### src/hdl/cdsb_ram.sv
module cdsb_ram #(
    parameter int WIDTH = 16,
    parameter int DEPTH = 64
) (
    input  logic                     aclk,
    input  logic                     we,
    input  logic [$clog2(DEPTH)-1:0] waddr,
    input  logic [WIDTH-1:0]         wdata,
    input  logic [$clog2(DEPTH)-1:0] raddr,
    output logic [WIDTH-1:0]         rdata
);

    logic [WIDTH-1:0] mem [DEPTH];

    // Write port and registered read port
    always_ff @(posedge aclk) begin
        if (we) begin
            mem[waddr] <= wdata;
        end
        rdata <= mem[raddr];
    end

endmodule

### config.mk
export PLATFORM = sky130hd
export DESIGN_NAME = cdsb_ram
export DESIGN_NICKNAME = d
export VERILOG_FILES = /design/src/hdl/cdsb_ram.sv
export SDC_FILE = /design/constraint.sdc
export NUM_CORES = 1
export LEC_CHECK = 0
export ABC_CLOCK_PERIOD_IN_PS = 6000
export BUFFER_PORTS_ARGS = -buffer_cell sky130_fd_sc_hd__buf_4
export CORE_ASPECT_RATIO = 0.6
export CORE_UTILIZATION = 67
export DETAILED_ROUTE_END_ITERATION = 7
export HOLD_SLACK_MARGIN = 0.15
export PLACE_DENSITY = 0.84
export SLEW_MARGIN = 30
export SYNTH_ARGS = -nofsm -noshare
export SYNTH_HDL_FRONTEND = slang
export SYNTH_SLANG_ARGS = --single-unit
### constraint.sdc
create_clock -name aclk -period 6 [get_ports aclk]
set_input_delay 1.2 -clock aclk [delete_from_list [all_inputs] [get_ports aclk]]
set_output_delay 1.2 -clock aclk [all_outputs]
set_load 0.01 [all_outputs]
==> results.tsv <==
metric	value	unit
outcome	completed	
synthesis.area	40040	um^2
ys_types	43	
wl_per_cell	35.48	um
critical_path.startpoint	raddr[0]	
maxCapViolations	0	
rsz0062_at_grt	false	
drt.antenna.violating_nets	0	
fin_util	75.79	%
antenna_cells	0	
synth_top_cells_by_count	edfxtp_1, mux4_2, mux2i_1, nor2_1, nand2_1	
worst_hold_slack	0.8966	ns
gr-usage-all-layers	33.57	%
vias	20280	
end_kind	flip-flop	
synth_edf_count	1024	
nFillCells	2836	
start_util	68.71	%
worstPathRequired	6.47	ns
area_growth	10.31	%
ir_drop	0.2509	mV
die_x	317.6	um
design_area	44170	um^2
clock-sinks	1040	
die_area	60780	um^2
path_clk_slew	0.07	ns
min_period	3.794	ns
power	0.01446	W
max_freq	263.6	MHz
area.sequential	31070	um^2
antenna_found_initial	6	
yosys_warnings	0	
syn_avg_cell_area	21.89	um^2
yosys_most_used_dff	edfxtp_1	
worstPathArrival	4.26	ns
path_class	in2reg	
async_flop_share	0	%
ff2ff_path_depth	5	
cts_resized	0	
finalSetupTns	0	ns
port_buffers	45	
post_cts_buffers	0	
insertion_delay	0.63	ns
grt_pass1_vias	20010	
yosysSeqAreaShare	77.59	%
cts_buffers	86	
layout-drive-gt1-share	25.48	%
cp-start-kind	input port	
setup_viol	0	
hold_class	reg2reg	
htree_levels	3	
viasPerCell	7.276	
synthesis.nets	1859	
power_density	327.5	nW/um^2
timing_worst_slew_pin_value	1.000	ns
ios	46	
synth-seq-cells	1040	
core	58280	um^2
fin_crit_sh	63.23	%
rows	68	
grt-ovfl-total	0	
fin_nets	1975	
gp_congestion	0.9212	
drv_slew	0	
drc_errors	0	
netlist.top_cell.by_area	edfxtp_1	
dpl-instance-area	41330	um^2
crit_fanout	53	
cts_hold_buf	0	
hold_viol	0	
clock_skew	0.02130	ns
grt_max_degree	81	
r2r_slack	3.69	ns
drt_wl_total	98.88	mm
slew_headroom	32.45	%
die_h	191.4	um
drt_pass1_iterations	6	
synth.area.top_cells	edfxtp_1, mux4_2, mux2i_1	
dpl.hpwl	56.63	mm
yosysTopAreaCellShare	76.79	%
p_leak	14.00	nW
synth_cells	1829	
drtIter0Drc	3679	
clock-root-buffer	clkbuf_16	
cts_tree	yes	
synth.most_common_cell	edfxtp_1	
reg2reg_to	rdata[14]	
crit_end	rdata[13]	
r2r-start	mem[31][14]	
clockBufferDepth	3	
grt_pass1_wl	141.7	mm
min_from	mem[40][3]	
multi_input_area	8288	um^2
==> flip-flops by register name, indices dropped and copies added, names as in the netlist <==
signal / count
mem: 1024
rdata: 16
==> placed cells by master (no fill, tap or decap), types with 6 or more instances in the layout <==
cell type | synthesis | final
a211o_1 | 8 | 8
a211oi_1 | 8 | 8
a21oi_1 | 17 | 17
a221o_1 | 6 | 6
a221oi_1 | 16 | 15
a22o_1 | 6 | 6
a22oi_1 | 39 | 39
a311oi_1 | 8 | 8
a31oi_1 | 8 | 8
buf_4 | 13 | 124
bufinv_16 | 0 | 7
clkbuf_1 | 24 | 21
clkbuf_16 | 0 | 88
clkbuf_8 | 0 | 6
clkinv_1 | 0 | 18
clkinv_2 | 0 | 11
dfxtp_1 | 16 | 16
edfxtp_1 | 1024 | 1024
mux2_2 | 27 | 27
mux2i_1 | 85 | 85
mux4_2 | 220 | 220
nand2_1 | 59 | 59
nand3_1 | 24 | 24
nand4_1 | 12 | 12
nor2_1 | 72 | 71
nor2b_1 | 30 | 27
==> per-layer routing <==
| metal | GRT usage [%] | routed length [um] | vias up |
|---|---|---|---|
| li1 | - | - | 7899 |
| met1 | 49.82 | 35870 | 10390 |
| met2 | 48.76 | 43760 | 1764 |
| met3 | 11.20 | 16450 | 219 |
| met4 | 9.111 | 2757 | 6 |
| met5 | 0 | 39 | - |
==> per-stage QoR <==
| stage | std cells | worst slack [ns] |
|---|---|---|
| after floorplan | 1829 | 2.765 |
| after global placement | 2624 | 1.455 |
| after detailed placement | 2624 | 1.447 |
| after CTS | 2784 | 2.122 |
| after global routing | 2787 | 2.037 |
| final | 2787 | 2.206 |
==> area by class of cell <==
| class | instances | share of cell area [%] |
|---|---|---|
| multi-input combinational | 685 | 18.76 |
| timing repair buffer | 132 | 2.405 |
| clock buffer | 115 | 5.351 |
| clock inverter | 45 | 0.9546 |
| sequential | 1040 | 70.34 |
| tap | 770 | 2.181 |
==> power breakdown <==
group | total, W | internal, W | switching [W]
logic | 0.000776 | 0.000269 | 0.000508
registers | 0.00808 | 0.00804 | 0.0000389
clock network | 0.00561 | 0.00309 | 0.00253
total | 0.0145 | 0.0114 | 0.00307
==> critical path, stage by stage <==
cell	delay (ns)
buf_8	0.25
buf_16	0.34
buf_4	0.58
mux4_2	0.58
mux2i_1	0.41
a22oi_1	0.27
a31oi_1	0.43
a311oi_1	0.10
==> cells by family (layout without fill, tap and decap cells) <==
kind of cell	Yosys count	after routing	share of synthesized area (%)
flip-flops	1040	1040	77.59
AO/OA/AOI/OAI	129	129	2.409
multiplexers	336	336	15.52
AND/OR/NAND/NOR	220	220	2.647
buffers and inverters	104	292	1.831
==> worst min path at each step <==
stage,end,depth (start not counted),slack (ns)
floorplan,rdata[10],5,0.75
global placement,rdata[3],4,0.86
detailed placement,rdata[3],4,0.85
CTS,rdata[3],4,0.86
global route,rdata[3],4,0.94
finish,rdata[3],4,0.90
Power figures use the tool's default switching activity.
