--- src/hdl/cdsb_pkg.sv ---
package cdsb_pkg;

    localparam int SAMPLE_W   = 16;
    localparam int SUM_W      = 40;
    localparam int ACC_W      = 48;
    localparam int ROW_W      = 12;
    localparam int COL_W      = 10;
    localparam int CFG_IDX_W  = 3;
    localparam int CFG_DATA_W = 40;
    localparam int COEF_DEPTH = 64;
    localparam int COEF_AW    = 6;
    localparam int RECIP_W    = 17;
    localparam int RECIP_SH   = 16;

    // Line buffer depth and largest kernel side
    localparam int MAX_WIDTH  = 1024;
    localparam int MAX_KERNEL = 8;
    localparam int WIN_W      = MAX_KERNEL * MAX_KERNEL * SAMPLE_W;

    // Register indexes of the configuration port
    localparam logic [CFG_IDX_W-1:0] REG_IMAGE_WIDTH  = 3'd0;
    localparam logic [CFG_IDX_W-1:0] REG_IMAGE_HEIGHT = 3'd1;
    localparam logic [CFG_IDX_W-1:0] REG_KERNEL_ROWS  = 3'd2;
    localparam logic [CFG_IDX_W-1:0] REG_KERNEL_COLS  = 3'd3;
    localparam logic [CFG_IDX_W-1:0] REG_STEP_SIZE    = 3'd4;
    localparam logic [CFG_IDX_W-1:0] REG_BIAS_VALUE   = 3'd5;

    // Input opcodes
    localparam logic OP_COEF  = 1'b0;
    localparam logic OP_PIXEL = 1'b1;

    localparam logic signed [ACC_W-1:0] SUM_MAX = 48'sd549755813887;
    localparam logic signed [ACC_W-1:0] SUM_MIN = -48'sd549755813888;

    typedef struct packed {
        logic                       op;
        logic [COEF_AW-1:0]         coef_index;
        logic signed [SAMPLE_W-1:0] sample;
    } in_item_t;

    typedef struct packed {
        logic signed [SUM_W-1:0] conv_sum;
        logic [ROW_W-1:0]        out_row;
        logic [COL_W-1:0]        out_col;
        logic                    last;
    } out_item_t;

    typedef struct packed {
        logic [ROW_W-1:0] out_row;
        logic [COL_W-1:0] out_col;
        logic             last;
    } job_meta_t;

    typedef struct packed {
        logic [3:0]              kr;
        logic [3:0]              kc;
        logic signed [SUM_W-1:0] bias;
    } kcfg_t;

    typedef struct packed {
        logic                       we;
        logic [COEF_AW-1:0]         addr;
        logic signed [SAMPLE_W-1:0] data;
    } coef_wr_t;

    typedef enum logic [1:0] {F_IDLE, F_RD, F_DIV, F_CHK} front_state_t;
    typedef enum logic [1:0] {B_IDLE, B_RUN, B_DRAIN} back_state_t;

    // ceil(2^16 / d): exact floor division for 12-bit dividends, d in 1..15
    function automatic logic [RECIP_W-1:0] recip(input logic [3:0] d);
        logic [RECIP_W-1:0] m;
        case (d)
            4'd2:    m = 17'd32768;
            4'd3:    m = 17'd21846;
            4'd4:    m = 17'd16384;
            4'd5:    m = 17'd13108;
            4'd6:    m = 17'd10923;
            4'd7:    m = 17'd9363;
            4'd8:    m = 17'd8192;
            4'd9:    m = 17'd7282;
            4'd10:   m = 17'd6554;
            4'd11:   m = 17'd5958;
            4'd12:   m = 17'd5462;
            4'd13:   m = 17'd5042;
            4'd14:   m = 17'd4682;
            4'd15:   m = 17'd4370;
            default: m = 17'd65536;
        endcase
        return m;
    endfunction

endpackage

--- src/hdl/cdsb_back.sv ---
module cdsb_back (
    input  logic                                   aclk,
    input  logic                                   aresetn,
    input  cdsb_pkg::kcfg_t                        kcfg,
    input  logic                                   q_empty,
    input  cdsb_pkg::job_meta_t                    head_meta,
    input  logic [cdsb_pkg::WIN_W-1:0]             head_win,
    output logic                                   pop,
    output logic                                   back_busy,
    output logic [cdsb_pkg::COEF_AW-1:0]           coef_raddr,
    input  logic [cdsb_pkg::SAMPLE_W-1:0]          coef_rdata,
    output logic                                   m_valid,
    input  logic                                   m_ready,
    output cdsb_pkg::out_item_t                    m_data
);

    localparam int MAX_KERNEL = cdsb_pkg::MAX_KERNEL;
    localparam int SW   = cdsb_pkg::SAMPLE_W;
    localparam int KI_W = $clog2(MAX_KERNEL);
    localparam logic [4:0] MK5 = 5'(MAX_KERNEL);

    cdsb_pkg::back_state_t state_reg, state_next;

    logic [MAX_KERNEL-1:0][MAX_KERNEL-1:0][SW-1:0] win_reg, win_next;
    cdsb_pkg::job_meta_t meta_reg, meta_next;
    logic [3:0] k_reg, k_next, l_reg, l_next;
    logic [cdsb_pkg::COEF_AW-1:0] idx_reg, idx_next;
    logic v1_reg, v1_next, v2_reg, v2_next;
    logic signed [SW-1:0]   pix1_reg, pix1_next;
    logic signed [2*SW-1:0] prod_reg;
    logic signed [cdsb_pkg::ACC_W-1:0] acc_reg, acc_next;
    logic m_valid_reg, m_valid_next;
    cdsb_pkg::out_item_t m_data_reg, m_data_next;

    logic [4:0] rsel5, csel5;
    logic [KI_W-1:0] r_idx, c_idx;
    logic signed [cdsb_pkg::ACC_W-1:0] sat;

    assign back_busy  = (state_reg != cdsb_pkg::B_IDLE);
    assign coef_raddr = idx_reg;
    assign m_valid    = m_valid_reg;
    assign m_data     = m_data_reg;

    // Select the window tap for the current kernel position
    always_comb begin
        rsel5 = MK5 - {1'b0, kcfg.kr} + {1'b0, k_reg};
        csel5 = MK5 - {1'b0, kcfg.kc} + {1'b0, l_reg};
        r_idx = rsel5[KI_W-1:0];
        c_idx = csel5[KI_W-1:0];
        if (acc_reg > cdsb_pkg::SUM_MAX) begin
            sat = cdsb_pkg::SUM_MAX;
        end else if (acc_reg < cdsb_pkg::SUM_MIN) begin
            sat = cdsb_pkg::SUM_MIN;
        end else begin
            sat = acc_reg;
        end
    end

    // Sequencer over the kernel, multiply and accumulate
    always_comb begin
        state_next   = state_reg;
        win_next     = win_reg;
        meta_next    = meta_reg;
        k_next       = k_reg;
        l_next       = l_reg;
        idx_next     = idx_reg;
        v1_next      = 1'b0;
        v2_next      = v1_reg;
        pix1_next    = pix1_reg;
        acc_next     = v2_reg ? acc_reg + cdsb_pkg::ACC_W'(prod_reg) : acc_reg;
        m_valid_next = m_valid_reg && !m_ready;
        m_data_next  = m_data_reg;
        pop          = 1'b0;

        unique case (state_reg)
            cdsb_pkg::B_IDLE: begin
                if (!q_empty) begin
                    pop        = 1'b1;
                    win_next   = head_win;
                    meta_next  = head_meta;
                    k_next     = '0;
                    l_next     = '0;
                    idx_next   = '0;
                    acc_next   = cdsb_pkg::ACC_W'(kcfg.bias);
                    state_next = cdsb_pkg::B_RUN;
                end
            end
            cdsb_pkg::B_RUN: begin
                v1_next   = 1'b1;
                pix1_next = win_reg[r_idx][c_idx];
                idx_next  = idx_reg + 1'b1;
                if (l_reg == kcfg.kc - 4'd1) begin
                    l_next = '0;
                    if (k_reg == kcfg.kr - 4'd1) begin
                        state_next = cdsb_pkg::B_DRAIN;
                    end else begin
                        k_next = k_reg + 4'd1;
                    end
                end else begin
                    l_next = l_reg + 4'd1;
                end
            end
            cdsb_pkg::B_DRAIN: begin
                // Hand the saturated sum to the output register once it is free
                if (!v1_reg && !v2_reg && (!m_valid_reg || m_ready)) begin
                    m_valid_next         = 1'b1;
                    m_data_next.conv_sum = sat[cdsb_pkg::SUM_W-1:0];
                    m_data_next.out_row  = meta_reg.out_row;
                    m_data_next.out_col  = meta_reg.out_col;
                    m_data_next.last     = meta_reg.last;
                    state_next           = cdsb_pkg::B_IDLE;
                end
            end
            default: state_next = cdsb_pkg::B_IDLE;
        endcase
    end

    always_ff @(posedge aclk) begin
        if (!aresetn) begin
            state_reg   <= cdsb_pkg::B_IDLE;
            v1_reg      <= 1'b0;
            v2_reg      <= 1'b0;
            m_valid_reg <= 1'b0;
        end else begin
            state_reg   <= state_next;
            v1_reg      <= v1_next;
            v2_reg      <= v2_next;
            m_valid_reg <= m_valid_next;
        end
    end

    always_ff @(posedge aclk) begin
        win_reg    <= win_next;
        meta_reg   <= meta_next;
        k_reg      <= k_next;
        l_reg      <= l_next;
        idx_reg    <= idx_next;
        pix1_reg   <= pix1_next;
        prod_reg   <= $signed(coef_rdata) * pix1_reg;
        acc_reg    <= acc_next;
        m_data_reg <= m_data_next;
    end

endmodule

--- config.mk ---
export PLATFORM = sky130hd
export DESIGN_NAME = cdsb_back
export DESIGN_NICKNAME = d
export VERILOG_FILES = /design/src/hdl/cdsb_pkg.sv /design/src/hdl/cdsb_back.sv
export SDC_FILE = /design/constraint.sdc
export NUM_CORES = 2
export LEC_CHECK = 0
export ABC_AREA = 1
export BUFFER_PORTS_ARGS = -buffer_cell sky130_fd_sc_hd__buf_4
export CORE_ASPECT_RATIO = 1.5
export CORE_MARGIN = 4
export CORE_UTILIZATION = 26
export DETAILED_ROUTE_END_ITERATION = 6
export PLACE_DENSITY = 0.41
export RECOVER_POWER = 50
export SYNTH_ARGS = -nofsm -noshare
export SYNTH_HDL_FRONTEND = slang
export SYNTH_SLANG_ARGS = --single-unit
export TNS_END_PERCENT = 20
--- constraint.sdc ---
create_clock -name aclk -period 57 [get_ports aclk]
set_input_delay 5.7 -clock aclk [delete_from_list [all_inputs] [get_ports aclk]]
set_output_delay 5.7 -clock aclk [all_outputs]
set_load 0.02 [all_outputs]
==> impl_metrics.env <==
export IMPL_outcome="finished with violations"
export IMPL_violations="max-capacitance violations, max-slew violations"
export IMPL_ctsResizeCount=0
export IMPL_cts_root_buf="clkbuf_16"
export IMPL_ys_seq_elements=1225
export IMPL_highest_layer="met5"
export IMPL_setup_viol=0
export IMPL_synth_area_top_cells="edfxtp_1, fa_1, o21ai_0"
export IMPL_r2r_setup_slack_ps=49090
export IMPL_synth_largest_area_cell="edfxtp_1"
export IMPL_synth_cell_type_count=39
export IMPL_antenna_found_initial=304
export IMPL_cp_start_kind="primary input"
export IMPL_grt_max_degree=158
export IMPL_postCtsSetupBuffers=0
export IMPL_worst_slew_pin_transition_ps=2940
export IMPL_gp_congestion=0.9239
export IMPL_rows=217
export IMPL_drc=0
export IMPL_finalCritPeriodShare_pct=21.62
export IMPL_grt_usage_pct=25.49
export IMPL_fin_ws_ps=44680
export IMPL_synth_main_ff_cell="edfxtp_1"
export IMPL_avgRoutedWirePerCell_um=31.99
export IMPL_ios=1187
export IMPL_numCtsBuffers=143
export IMPL_via_per_inst=4.768
export IMPL_finalCriticalPeriod_ps=12320
export IMPL_p_per_area_mw_per_mm2=78.15
export IMPL_firstDrtPassIters=5
export IMPL_slew_headroom_pct=-95.99
export IMPL_yosys_area_top_type_share_pct=56.06
export IMPL_area_growth_pct=26.72
export IMPL_ys_async_sr_fraction_pct=0
export IMPL_pre_cts_ws_ps=45040
export IMPL_muxShareOfSynthArea_pct=0
export IMPL_rsz0062_at_grt="no"
export IMPL_ir_drop_v=0.0001379
export IMPL_synth_compound_area_share_pct=11.42
export IMPL_drtAntennaViolNets=0
export IMPL_clkLatencyLatePin_ps=840
export IMPL_drive_above_1_share_pct=19.73
export IMPL_route_met2_wl_um=164300
export IMPL_layout_nets=8195
export IMPL_totalWireLength_um=318900
export IMPL_die_y_um=601.6
export IMPL_start_util_pct=26.18
export IMPL_synth_cells=5587
export IMPL_core_area_sq_mm=0.2332
export IMPL_cts_path_max_buffers=4
export IMPL_dieArea_sq_mm=0.2429
export IMPL_yosysMostFrequentCell="edfxtp_1"
export IMPL_fmax_mhz=81.16
export IMPL_syn_area_sq_mm=0.06107
export IMPL_cts_tree="built"
export IMPL_slew_violations=182
export IMPL_clock_skew_ps=101.8
export IMPL_final_setup_tns_ps=0
export IMPL_synth_xor_area_share_pct=0.8994
export IMPL_synth_adder_area_share_pct=11.47
export IMPL_endpoint_kind="flop"
export IMPL_crit_arrival_ps=12730
export IMPL_yosys_warnings=0
export IMPL_cp_required_ps=57410
export IMPL_wl_met3_um=27000
export IMPL_drt_iter0_drc=3500
export IMPL_dp_hpwl_um=259400
export IMPL_fp_dieW_um=403.7
export IMPL_largest_reg_flops=1024
export IMPL_synth_top_cells_by_count="edfxtp_1, nor2_1, nand2_1, inv_1, o21ai_0"
export IMPL_power_uw=6048
export IMPL_p_leak_uw=0.03119
export IMPL_cts_reportedPaths_clkPinSlew_ps=70
export IMPL_synth_edf_count=1140
export IMPL_met1_length_um=108200
export IMPL_cts_sinks=1225
export IMPL_yosys_area_share_simple_pct=11.11
export IMPL_io_buffers=1186
export IMPL_crit_type="in2reg"
export IMPL_crit_fanout=157
export IMPL_hp_class="reg2reg"
export IMPL_hold_buffers=0
export IMPL_synthesis_nets=7103
export IMPL_grt_first_pass_wirelength_um=420500
export IMPL_nFillCells=24030
export IMPL_maxCapViolations=5
export IMPL_avgSynthCellArea_sq_um=10.93
export IMPL_synth_top_family_by_area="adder cells"
export IMPL_hold_viol_final=0
export IMPL_vias=47520
export IMPL_gr_total_overflow=0
export IMPL_ctsHtreeMaxLevel=4
export IMPL_synth_seq_area_share_pct=58.84
export IMPL_grt_pass1_vias=48880
[cells in the final DEF (no fill, tap or decap), types with 130 or more instances in the layout]
cell       instances
buf_4            192
ha_1             135
o211ai_1         240
o21ai_0          614
clkbuf_4         925
nand2_1          673
o22ai_1          130
clkbuf_1         161
nand3_1          179
edfxtp_1        1140
clkbuf_16        149
fa_1             263
a21oi_1          174
nor2_1           797
inv_1            666
[kinds of logic after synthesis]
| family | count (synthesis) |
|---|---|
| compound gates | 1213 |
| flops | 1225 |
| xor+xnor | 61 |
| buf+inv | 976 |
| fa+ha+maj | 401 |
| simple gates | 1711 |
[through the flow]
| step | hold slack (ps) | utilization [%] | cell area [sq um] | instances |
|---|---|---|---|---|
| final | 413.1 | 33.18 | 77390 | 9967 |
| after global routing | 408.8 | 33.11 | 77230 | 9905 |
| after CTS | 413.2 | 33.27 | 77600 | 9844 |
| after detailed placement | 404.5 | 31.36 | 73130 | 9600 |
| after global placement | 400.3 | 31.36 | 73130 | 9600 |
| after floorplan | 400.3 | - | 61070 | 5587 |
[report_power, final]
group / internal, uW / switching, uW / leakage [uW]
combinational: 1370 / 2550 / 0.0174
sequential: 1150 / 57.4 / 0.0116
clock: 529 / 392 / 0.00219
[worst paths after layout]
check,from,to,cells past startpoint
worst max-delay path,q_empty,win_reg[496]$_DFFE_PP_,8
worst min-delay path,meta_reg[15]$_DFFE_PP_,m_data[15]$_DFFE_PP_,0
worst max register to register,state_reg[1]$_SDFFE_PN0P_,win_reg[496]$_DFFE_PP_,9
worst min register to register,meta_reg[15]$_DFFE_PP_,m_data[15]$_DFFE_PP_,0
[layout make-up]
cell class	count	area, sq um	area share, %
sequential	1225	35940	46.44
multi-input combinational	3386	21350	27.59
timing repair buffer	1251	8937	11.55
clock buffer	182	3872	5.004
tap	3066	3836	4.957
inverter	672	2546	3.290
clock inverter	62	596.8	0.7712
antenna	123	307.8	0.3977
[worst max-delay path, stage by stage]
cell,delay (ps)
clkbuf_1,110
nor2_1,420
clkbuf_1,2120
buf_4,880
buf_12,550
buf_4,890
buf_4,850
buf_4,700
[routing by layer]
layer,global-route usage (%),up-vias
met5,0,-
met3,8.793,695
met4,13.47,162
met1,25.88,23210
li1,-,21490
met2,45.83,1965
(Power assumes the default switching activity.)
