==> src/hdl/cdsb_queue.sv <==
module cdsb_queue #(
    parameter int WIDTH = 64
) (
    input  logic             aclk,
    input  logic             aresetn,
    input  logic             push,
    input  logic [WIDTH-1:0] push_data,
    input  logic             pop,
    output logic [WIDTH-1:0] head_data,
    output logic             empty,
    output logic             full
);

    logic [WIDTH-1:0] entry_reg [2];
    logic             wr_ptr_reg, wr_ptr_next;
    logic             rd_ptr_reg, rd_ptr_next;
    logic [1:0]       count_reg, count_next;

    assign empty     = (count_reg == 2'd0);
    assign full      = (count_reg == 2'd2);
    assign head_data = entry_reg[rd_ptr_reg];

    // Advance pointers and occupancy
    always_comb begin
        wr_ptr_next = push ? ~wr_ptr_reg : wr_ptr_reg;
        rd_ptr_next = pop ? ~rd_ptr_reg : rd_ptr_reg;
        count_next  = count_reg + {1'b0, push} - {1'b0, pop};
    end

    always_ff @(posedge aclk) begin
        if (!aresetn) begin
            wr_ptr_reg <= 1'b0;
            rd_ptr_reg <= 1'b0;
            count_reg  <= 2'd0;
        end else begin
            wr_ptr_reg <= wr_ptr_next;
            rd_ptr_reg <= rd_ptr_next;
            count_reg  <= count_next;
        end
    end

    // Hold entry payload
    always_ff @(posedge aclk) begin
        if (push) begin
            entry_reg[wr_ptr_reg] <= push_data;
        end
    end

endmodule

==> config.mk <==
export PLATFORM = sky130hd
export DESIGN_NAME = cdsb_queue
export DESIGN_NICKNAME = d
export VERILOG_FILES = /design/src/hdl/cdsb_queue.sv
export SDC_FILE = /design/constraint.sdc
export NUM_CORES = 1
export LEC_CHECK = 0
export BUFFER_PORTS_ARGS = -buffer_cell sky130_fd_sc_hd__buf_2
export CAP_MARGIN = 15
export CORE_MARGIN = 1.5
export CORE_UTILIZATION = 52
export CTS_CLUSTER_DIAMETER = 80
export DETAILED_ROUTE_END_ITERATION = 12
export GPL_ROUTABILITY_DRIVEN = 0
export HOLD_SLACK_MARGIN = 0.1
export PLACE_DENSITY = 0.88
export SLEW_MARGIN = 0
export SYNTH_ARGS = -nofsm -noshare
export SYNTH_HDL_FRONTEND = slang
export SYNTH_SLANG_ARGS = --single-unit
==> constraint.sdc <==
create_clock -name aclk -period 4.6 [get_ports aclk]
set_input_delay 0.92 -clock aclk [delete_from_list [all_inputs] [get_ports aclk]]
set_output_delay 0.92 -clock aclk [all_outputs]
set_load 0.01 [all_outputs]
==> flow_summary.json, run 1 <==
{
  "outcome": "complete, no violations",
  "p_int_mw": 2.44,
  "antenna_found_initial": 0,
  "clockBufferDepth": 2,
  "relSlewSlack_pct": 21.5,
  "cp_max_fo": 64,
  "syn_area_um2": 5150,
  "fp.coreArea_um2": 9680,
  "path_clk_slew_ns": 0.05,
  "crit_path_start_kind": "flop",
  "yosys_warnings": 0,
  "groute.usage.overall_pct": 15.7,
  "synth_largest_area_cell": "edfxtp_1",
  "critical_path.top_delay_family": "flip-flops",
  "synth_cells": 220,
  "tightest_slew_ns": 1.18,
  "synthTopCellsByArea": "edfxtp_1 75%, mux2_4 18%, buf_12 2.3%, dfxtp_1 1.9%, mux2_2 0.88%",
  "finalSetupViolCount": 0,
  "initial_core_util_pct": 53.1,
  "clock_latency_ns": 0.51,
  "yosysMostFrequentCell": "edfxtp_1",
  "async_flop_share_pct": 0,
  "critical_path_depth": 2,
  "synth_ff_type": "edfxtp_1",
  "synth_area_per_cell_um2": 23.4,
  "cp.required_ns": 3.68,
  "reg2reg_slack_ns": 2.73,
  "fin_skew_ns": 0.00717,
  "final-instance-count-excl-fill": 511,
  "drtIter0Drc": 55,
  "synth-edff-count": 128,
  "synth_nets": 290,
  "synth-seq-area-share_pct": 76.6,
  "endpoint": "head_data[63]",
  "cts_resized": 0,
  "use_met1_pct": 18.3,
  "maxCapViolations": 0,
  "power.total_mw": 3.06,
  "r2r-start": "wr_ptr_reg",
  "fin_nets": 436,
  "cp_cell_sequence": "mux2_2 -> buf_2",
  "synth_top_area_share_pct": 74.7,
  "cts_tree": "built",
  "clkPwrFrac_pct": 43.1,
  "finalMaxSlewViolations": 0,
  "worstSetupPathType": "flop to output pin",
  "use_met2_pct": 26.0,
  "htreeDepth": 4,
  "pre_cts_slack_ns": 1.92,
  "grt-ovfl-total": 0,
  "cts-buffers-inserted": 17,
  "worst_path_largest_cell_delay_ns": 1.12,
  "io_pins": 134,
  "p_leak_nw": 2.59,
  "crit_buf_inv": 1,
  "power_frac_seq_pct": 47.4,
  "wire_per_inst_um": 15.9,
  "ys_ff_latch": 133,
  "synth_cell_type_count": 14,
  "combPwrFrac_pct": 9.5,
  "grt_max_degree": 65,
  "cts_setup_buffers": 0,
  "drt_wl_total_mm": 8.15,
  "drt_first_pass_iters": 4,
  "synth_compound_area_share_pct": 0.146,
  "dieArea_um2": 10500,
  "drc": 0,
  "fin_util_pct": 66.6,
  "cp.arrival_ns": 2.23,
  "max-vdd-ir-drop_mv": 0.298,
  "hpwl_mm": 5.11,
  "final.fill_count": 652,
  "stdcell_area_um2": 6450,
  "fmax_mhz": 317,
  "synth_common_cells": "128 x edfxtp_1, 60 x mux2_4, 6 x buf_12",
  "grt_pass1_wl_mm": 11.8,
  "cp-end-kind": "output pin",
  "p_sw_share_pct": 20.2,
  "multi_input_area_um2": 1070,
  "cts_root_buffer": "clkbuf_8",
  "cts_hold_buf": 0,
  "min-delay-start": "rd_ptr_reg",
  "holdWs_ns": 0.590,
  "synth_top_family_by_area": "multiplexers",
  "diodes": 0,
  "synth-xor-area-share_pct": 0.608,
  "via_count": 2468,
  "rows": 36,
  "synth-simple-area-share_pct": 1.05,
  "port_buffers": 133,
  "fp.dieW_um": 102,
  "crit-reg2reg-capture": "entry_reg[0][49]",
  "drive_gt1_share_pct": 60.1,
  "synthMuxAreaShare_pct": 18.4,
  "cp_slowest_cell": "dfxtp_4",
  "final-hold-violation-count": 0,
  "grt_pass1_vias": 2525,
  "ant_nets": 0,
  "post-route-min-period_ns": 3.15,
  "place_inst": 480,
  "seq_area_um2": 3950,
  "power_density_nw_per_um2": 474,
  "period_share_pct": 68.6,
  "clock-sinks": 133,
  "grt_util_met3_pct": 6.63,
  "top_usage_layer": "met2",
  "grt_setup_unrepaired": "no",
  "viasPerCell": 4.83,
  "r2r_cells": 2,
  "setup_tns_ns": 0,
  "largest_reg_flops": 128,
  "area_delta_synth_final_pct": 25.4,
  "netSwitchingPower_uw": 618,
  "fin_ws_ns": 1.45,
  "dpl_cell_area_um2": 5870,
  "die_h_um": 102,
  "synthAdderAreaFrac_pct": 0.486,
  "hold_class": "flop to flop"
}
[worst min path at each step]
stage / endpoint / slack (ns) / cells past startpoint
floorplan: flop / 0.55 / 2
finish: flop / 0.59 / 2
detailed placement: flop / 0.57 / 2
global placement: flop / 0.56 / 2
CTS: entry_reg[1][7] / 0.57 / 1
global route: entry_reg[0][0] / 0.57 / 1
[power groups by stage]
stage / clock (mW) / sequential [mW] / combinational, mW
2_1_floorplan: 0 / 1.44 / 0.225
3_3_place_gp: 0 / 1.47 / 0.286
3_5_place_dp: 0 / 1.48 / 0.293
4_1_cts: 1.34 / 1.45 / 0.295
5_1_grt: 1.39 / 1.46 / 0.315
6_report: 1.32 / 1.45 / 0.290
[metal layers]
metal  share of wire [%]  wire length [um]
met5                   0                 0
met4                0.63                51
met3                 6.1               494
met2                  51              4180
met1                  42              3420
[tightest hold or removal path, stage by stage (launching register included)]
cell,delay (ns)
dfxtp_1,0.33
xor2_1,0.08
and2_1,0.15
[cell type report]
cell class,instances,area share [%]
repair buffers,134,10.4
inverters,2,0.116
multi-input cells,78,16.6
flip-flops and latches,133,61.2
clock inverters,12,2.50
well taps,133,2.58
clock buffers,19,6.54
[kinds of logic (layout without fill, tap and decap cells)]
logic type	count (synthesis)	count (layout)
flops	133	133
mux	64	64
simple gates	9	9
buf+inv	9	167
fa+ha+maj	2	2
xor+xnor	2	2
compound gates	1	1
[placed cells by master, fill, tap and decap left out, types with 3 or more instances in the layout]
master,netlist,routed
clkinv_1,0,3
clkbuf_16,0,16
mux2_2,4,4
and2_1,4,3
edfxtp_1,128,128
buf_2,0,133
clkinv_2,0,3
dfxtp_1,5,4
bufinv_16,0,4
nor2b_1,4,3
mux2_4,60,60
Note: power is estimated with default switching activity, not from simulation.
==> run 2, diff against run 1 <==
--- a/config.mk
+++ b/config.mk
@@ -5,15 +5,16 @@
 export SDC_FILE = /design/constraint.sdc
 export NUM_CORES = 1
 export LEC_CHECK = 0
+export ABC_AREA = 1
 export BUFFER_PORTS_ARGS = -buffer_cell sky130_fd_sc_hd__buf_2
 export CAP_MARGIN = 15
 export CORE_MARGIN = 1.5
-export CORE_UTILIZATION = 52
+export CORE_UTILIZATION = 47
 export CTS_CLUSTER_DIAMETER = 80
 export DETAILED_ROUTE_END_ITERATION = 12
 export GPL_ROUTABILITY_DRIVEN = 0
 export HOLD_SLACK_MARGIN = 0.1
-export PLACE_DENSITY = 0.88
+export PLACE_DENSITY = 0.84
 export SLEW_MARGIN = 0
 export SYNTH_ARGS = -nofsm -noshare
 export SYNTH_HDL_FRONTEND = slang
==> constraint.sdc (replaced) <==
create_clock -name aclk -period 2.7 [get_ports aclk]
set_input_delay 0.54 -clock aclk [delete_from_list [all_inputs] [get_ports aclk]]
set_output_delay 0.54 -clock aclk [all_outputs]
set_load 0.01 [all_outputs]
==> flow_summary.json, run 2 <==
{
  "synth_cell_type_count": 12,
  "p_int_mw": 3.91,
  "cp.arrival_ns": 1.80,
  "synth_nets": 302,
  "synth_common_cells": "128 x edfxtp_1, 60 x mux2_4, 9 x nor2_1",
  "port_buffers": 133,
  "yosysMostFrequentCell": "edfxtp_1",
  "combPwrFrac_pct": 9.8,
  "grt-ovfl-total": 0,
  "layout_commonest_cell": "buf_2",
  "fmax_mhz": 427,
  "outcome": "complete, no violations",
  "synth_cells": 232,
  "cts-buffers-inserted": 17,
  "maxCapViolations": 0,
  "drtIter0Drc": 88,
  "synth_top_area_share_pct": 74.7,
  "antenna_found_initial": 1,
  "groute.usage.overall_pct": 14.6,
  "post-route-min-period_ns": 2.34,
  "grt_setup_unrepaired": "no",
  "async_flop_share_pct": 0,
  "clkPwrFrac_pct": 40.7,
  "via_count": 2515,
  "ys_ff_latch": 133,
  "die_h_um": 108,
  "cts_hold_buf": 0,
  "synth-seq-area-share_pct": 76.6,
  "io_pins": 134,
  "synth-simple-area-share_pct": 1.34,
  "clockBufferDepth": 2,
  "cp_max_fo": 64,
  "grt_pass1_wl_mm": 12.3,
  "cts_tree": "built",
  "synth_top_family_by_area": "multiplexers",
  "cp.required_ns": 2.16,
  "hpwl_mm": 5.29,
  "fin_ws_ns": 0.360,
  "period_share_pct": 86.7,
  "final-hold-violation-count": 0,
  "grt_max_degree": 65,
  "rows": 38,
  "hold_class": "input port to flop",
  "place_inst": 503,
  "path_clk_slew_ns": 0.06,
  "htreeDepth": 4,
  "synthAdderAreaFrac_pct": 0.486,
  "p_leak_nw": 2.61,
  "syn_area_um2": 5150,
  "synth_compound_area_share_pct": 0.0973,
  "crit_path_start_kind": "flop",
  "dieArea_um2": 11600,
  "drt_first_pass_iters": 4,
  "fin_util_pct": 59.9,
  "cts_root_buffer": "clkbuf_8",
  "fp.coreArea_um2": 10700,
  "wire_per_inst_um": 14.9,
  "synth_largest_area_cell": "edfxtp_1",
  "fin_nets": 452,
  "drc": 0,
  "synthTopCellsByArea": "edfxtp_1 75%, mux2_4 18%, buf_12 2.3%, dfxtp_1 1.9%, mux2_2 0.88%",
  "setup_tns_ns": 0,
  "p_sw_share_pct": 20.0,
  "cp-end-kind": "output pin",
  "synth_area_per_cell_um2": 22.2,
  "synth_ff_type": "edfxtp_1",
  "ant_nets": 0,
  "synth-edff-count": 128,
  "tightest_slew_ns": 0.565,
  "yosys_warnings": 0,
  "viasPerCell": 4.73,
  "cts_setup_buffers": 0,
  "fin_skew_ns": 0.00950,
  "power_density_nw_per_um2": 760,
  "cts_resized": 0,
  "power_frac_seq_pct": 49.5,
  "finalMaxSlewViolations": 0,
  "clock_latency_ns": 0.50,
  "synth-xor-area-share_pct": 0,
  "final_cell_mix": "133 x buf_2, 128 x edfxtp_1, 60 x mux2_4, 16 x clkbuf_16",
  "fp.dieW_um": 108,
  "finalSetupViolCount": 0,
  "drt_wl_total_mm": 7.94,
  "max-vdd-ir-drop_mv": 0.589,
  "relSlewSlack_pct": 62.4,
  "initial_core_util_pct": 47.9,
  "synthMuxAreaShare_pct": 18.4,
  "drive_gt1_share_pct": 58.3,
  "area_delta_synth_final_pct": 25.0,
  "netSwitchingPower_uw": 978,
  "largest_reg_flops": 128,
  "pre_cts_slack_ns": 0.856,
  "worstSetupPathType": "flop to output pin",
  "grt_pass1_vias": 2662,
  "clock-sinks": 133,
  "final-instance-count-excl-fill": 532,
  "final.fill_count": 838
}
## run 2: worst paths after layout
path,depth (start not counted),from,slack [ns],end
worst min-delay path,1,push_data[2],0.23,entry_reg[0][2]
worst max register to register,3,wr_ptr_reg,1.35,entry_reg[1][50]
worst max-delay path,3,flop,0.36,head_data[0]
worst min register to register,2,rd_ptr_reg,0.51,rd_ptr_reg
## run 2: logic make-up after synthesis
| family | after synthesis |
|---|---|
| DFF | 133 |
| muxes | 64 |
| and+or+nand+nor | 18 |
| buffers and inverters | 14 |
| adders and majority gates | 2 |
| AOI/OAI and AO/OA | 1 |
## run 2: critical path, cell delays in order, from the launching register on
cell and delay (ns):
dfxtp_4 0.34, buf_12 0.38, mux2_2 0.40, buf_2 0.14
## run 2: layer usage
layer	part of all wire (%)	global-route usage (%)	routed length (um)
met4	1.6	6.67	129
met2	55	25.9	4340
met3	6.2	5.75	495
met1	37	15.1	2970
met5	0	0	0
## run 2: power by group through the flow
stage                     combinational [mW]  sequential (mW)  clock (mW)
after global routing                   0.523             2.43        2.12
after floorplan                        0.322             2.46           0
after detailed placement               0.487             2.46           0
final                                  0.478             2.42        1.99
after CTS                              0.488             2.42        2.05
after global placement                 0.473             2.45           0
## run 2: cell type report
type	count	area [um^2]	area share, %
Multi-Input combinational cell	85	1050	16.4
Timing Repair Buffer	138	716	11.1
Inverter	7	26.3	0.408
Sequential cell	133	3950	61.4
Antenna cell	1	2.50	0.0389
Clock buffer	20	425	6.61
Clock inverter	8	87.6	1.36
Tap cell	140	175	2.72
## run 2: stage by stage
stage	hold slack (ns)	total power [mW]	area, um^2
final	0.230	4.89	6430
after global routing	0.199	5.07	6430
after CTS	0.198	4.96	6430
after detailed placement	0.485	2.95	5920
after global placement	0.475	2.93	5920
after floorplan	0.463	2.78	5150
==> run 3, diff against run 2 <==
--- a/config.mk
+++ b/config.mk
@@ -9,12 +9,12 @@
 export BUFFER_PORTS_ARGS = -buffer_cell sky130_fd_sc_hd__buf_2
 export CAP_MARGIN = 15
 export CORE_MARGIN = 1.5
-export CORE_UTILIZATION = 47
+export CORE_UTILIZATION = 30
 export CTS_CLUSTER_DIAMETER = 80
 export DETAILED_ROUTE_END_ITERATION = 12
 export GPL_ROUTABILITY_DRIVEN = 0
 export HOLD_SLACK_MARGIN = 0.1
-export PLACE_DENSITY = 0.84
+export PLACE_DENSITY = 0.61
 export SLEW_MARGIN = 0
 export SYNTH_ARGS = -nofsm -noshare
 export SYNTH_HDL_FRONTEND = slang
==> flow_summary.json, run 3 (synthesis gave the netlist of run 2 again) <==
{
  "outcome": "complete, no violations",
  "crit-reg2reg-capture": "entry_reg[1][5]",
  "hpwl_mm": 5.98,
  "multi_input_area_um2": 1050,
  "max-vdd-ir-drop_mv": 0.382,
  "fin_ws_ns": 0.447,
  "drt_first_pass_iters": 4,
  "cts-buffers-inserted": 17,
  "crit_path_start_kind": "flop",
  "groute.usage.overall_pct": 10.6,
  "hold_class": "input port to flop",
  "cp-end-kind": "output pin",
  "power_density_nw_per_um2": 780,
  "htreeDepth": 4,
  "fmax_mhz": 444,
  "reg2reg_slack_ns": 1.38,
  "finalMaxSlewViolations": 0,
  "diodes": 0,
  "layout_commonest_cell": "buf_2",
  "p_leak_nw": 2.64,
  "dieArea_um2": 17900,
  "cts_root_buffer": "clkbuf_16",
  "clockBufferDepth": 2,
  "seq_area_um2": 3950,
  "fp.coreArea_um2": 16600,
  "rows": 47,
  "die_h_um": 134,
  "fp.dieW_um": 134,
  "fin_skew_ns": 0.00754,
  "grt_pass1_wl_mm": 14.0,
  "finalSetupViolCount": 0,
  "cts_tree": "built",
  "wire_per_inst_um": 14.5,
  "clock-sinks": 133,
  "cts_resized": 0,
  "setup_tns_ns": 0,
  "cts_hold_buf": 0,
  "grt-ovfl-total": 0,
  "cts_setup_buffers": 0,
  "viasPerCell": 4.13,
  "maxCapViolations": 0,
  "drt_wl_total_mm": 8.94,
  "post-route-min-period_ns": 2.25,
  "worstSetupPathType": "flop to output pin",
  "pre_cts_slack_ns": 0.867,
  "cp.required_ns": 2.16,
  "hold_depth": 1,
  "path_clk_slew_ns": 0.05,
  "final.fill_count": 1526,
  "ant_nets": 0,
  "io_pins": 134,
  "tightest_slew_ns": 0.471,
  "r2r-start": "wr_ptr_reg",
  "drtIter0Drc": 101,
  "grt_setup_unrepaired": "no",
  "cp.arrival_ns": 1.71,
  "via_count": 2544,
  "antenna_found_initial": 0,
  "largest_reg_flops": 128,
  "final_cell_mix": "133 x buf_2, 128 x edfxtp_1, 60 x mux2_4, 17 x clkbuf_16",
  "grt_max_degree": 39,
  "worst_path_largest_cell_delay_ns": 0.41,
  "grt_pass1_vias": 2750,
  "period_share_pct": 83.4,
  "relSlewSlack_pct": 68.6,
  "fin_nets": 453,
  "final-hold-violation-count": 0,
  "cp_max_fo": 26,
  "endpoint": "head_data[63]",
  "power.total_mw": 5.14,
  "cp_slowest_cell": "buf_4",
  "drc": 0,
  "area_delta_synth_final_pct": 28.2,
  "cp_cell_sequence": "buf_4 -> mux2_2 -> buf_2",
  "port_buffers": 133,
  "drive_gt1_share_pct": 58.8,
  "initial_core_util_pct": 30.9,
  "r2r_cells": 3,
  "clock_latency_ns": 0.42
}
## run 3: layout make-up
class	instances	area share, %
clock buffers	21	6.67
multi-input cells	85	15.9
inverters	7	0.398
flip-flops and latches	133	59.8
clock inverters	11	2.03
repair buffers	139	11.0
well taps	220	4.17
## run 3: stage by stage
stage	area, um^2	hold slack [ns]	util [%]	instances
6_report	6600	0.306	39.7	616
5_1_grt	6600	0.288	39.7	616
4_1_cts	6600	0.288	39.7	616
3_5_place_dp	6020	0.500	36.2	584
3_3_place_gp	6020	0.481	36.2	584
2_1_floorplan	5150	0.463	-	232
## run 3: worst max-delay path, delay by kind of cell, from the launching register on
family	cells	cell delay (ns)
buffers and inverters	2	0.55
muxes	1	0.39
DFF	1	0.35
## run 3: worst min path at each step
stage	start	to	slack (ns)
after floorplan	rd_ptr_reg	flop	0.46
after global placement	rd_ptr_reg	rd_ptr_reg	0.48
after detailed placement	rd_ptr_reg	rd_ptr_reg	0.50
after CTS	push_data[52]	entry_reg[1][52]	0.29
after global routing	push_data[41]	entry_reg[0][41]	0.29
final	push_data[16]	entry_reg[1][16]	0.31
## run 3: metal layers
metal / global-route usage [%] / routed length (um)
met3: 4.38 / 651
met4: 6.58 / 227
met5: 0 / 0
met2: 17.7 / 4620
met1: 11.1 / 3440
## run 3: power breakdown
group          leakage (nW)  internal (mW)  switching (mW)
Combinational          1.12          0.248           0.238
Sequential             1.24           2.39          0.0292
Clock                 0.278           1.44           0.804
Total                  2.64           4.07            1.07
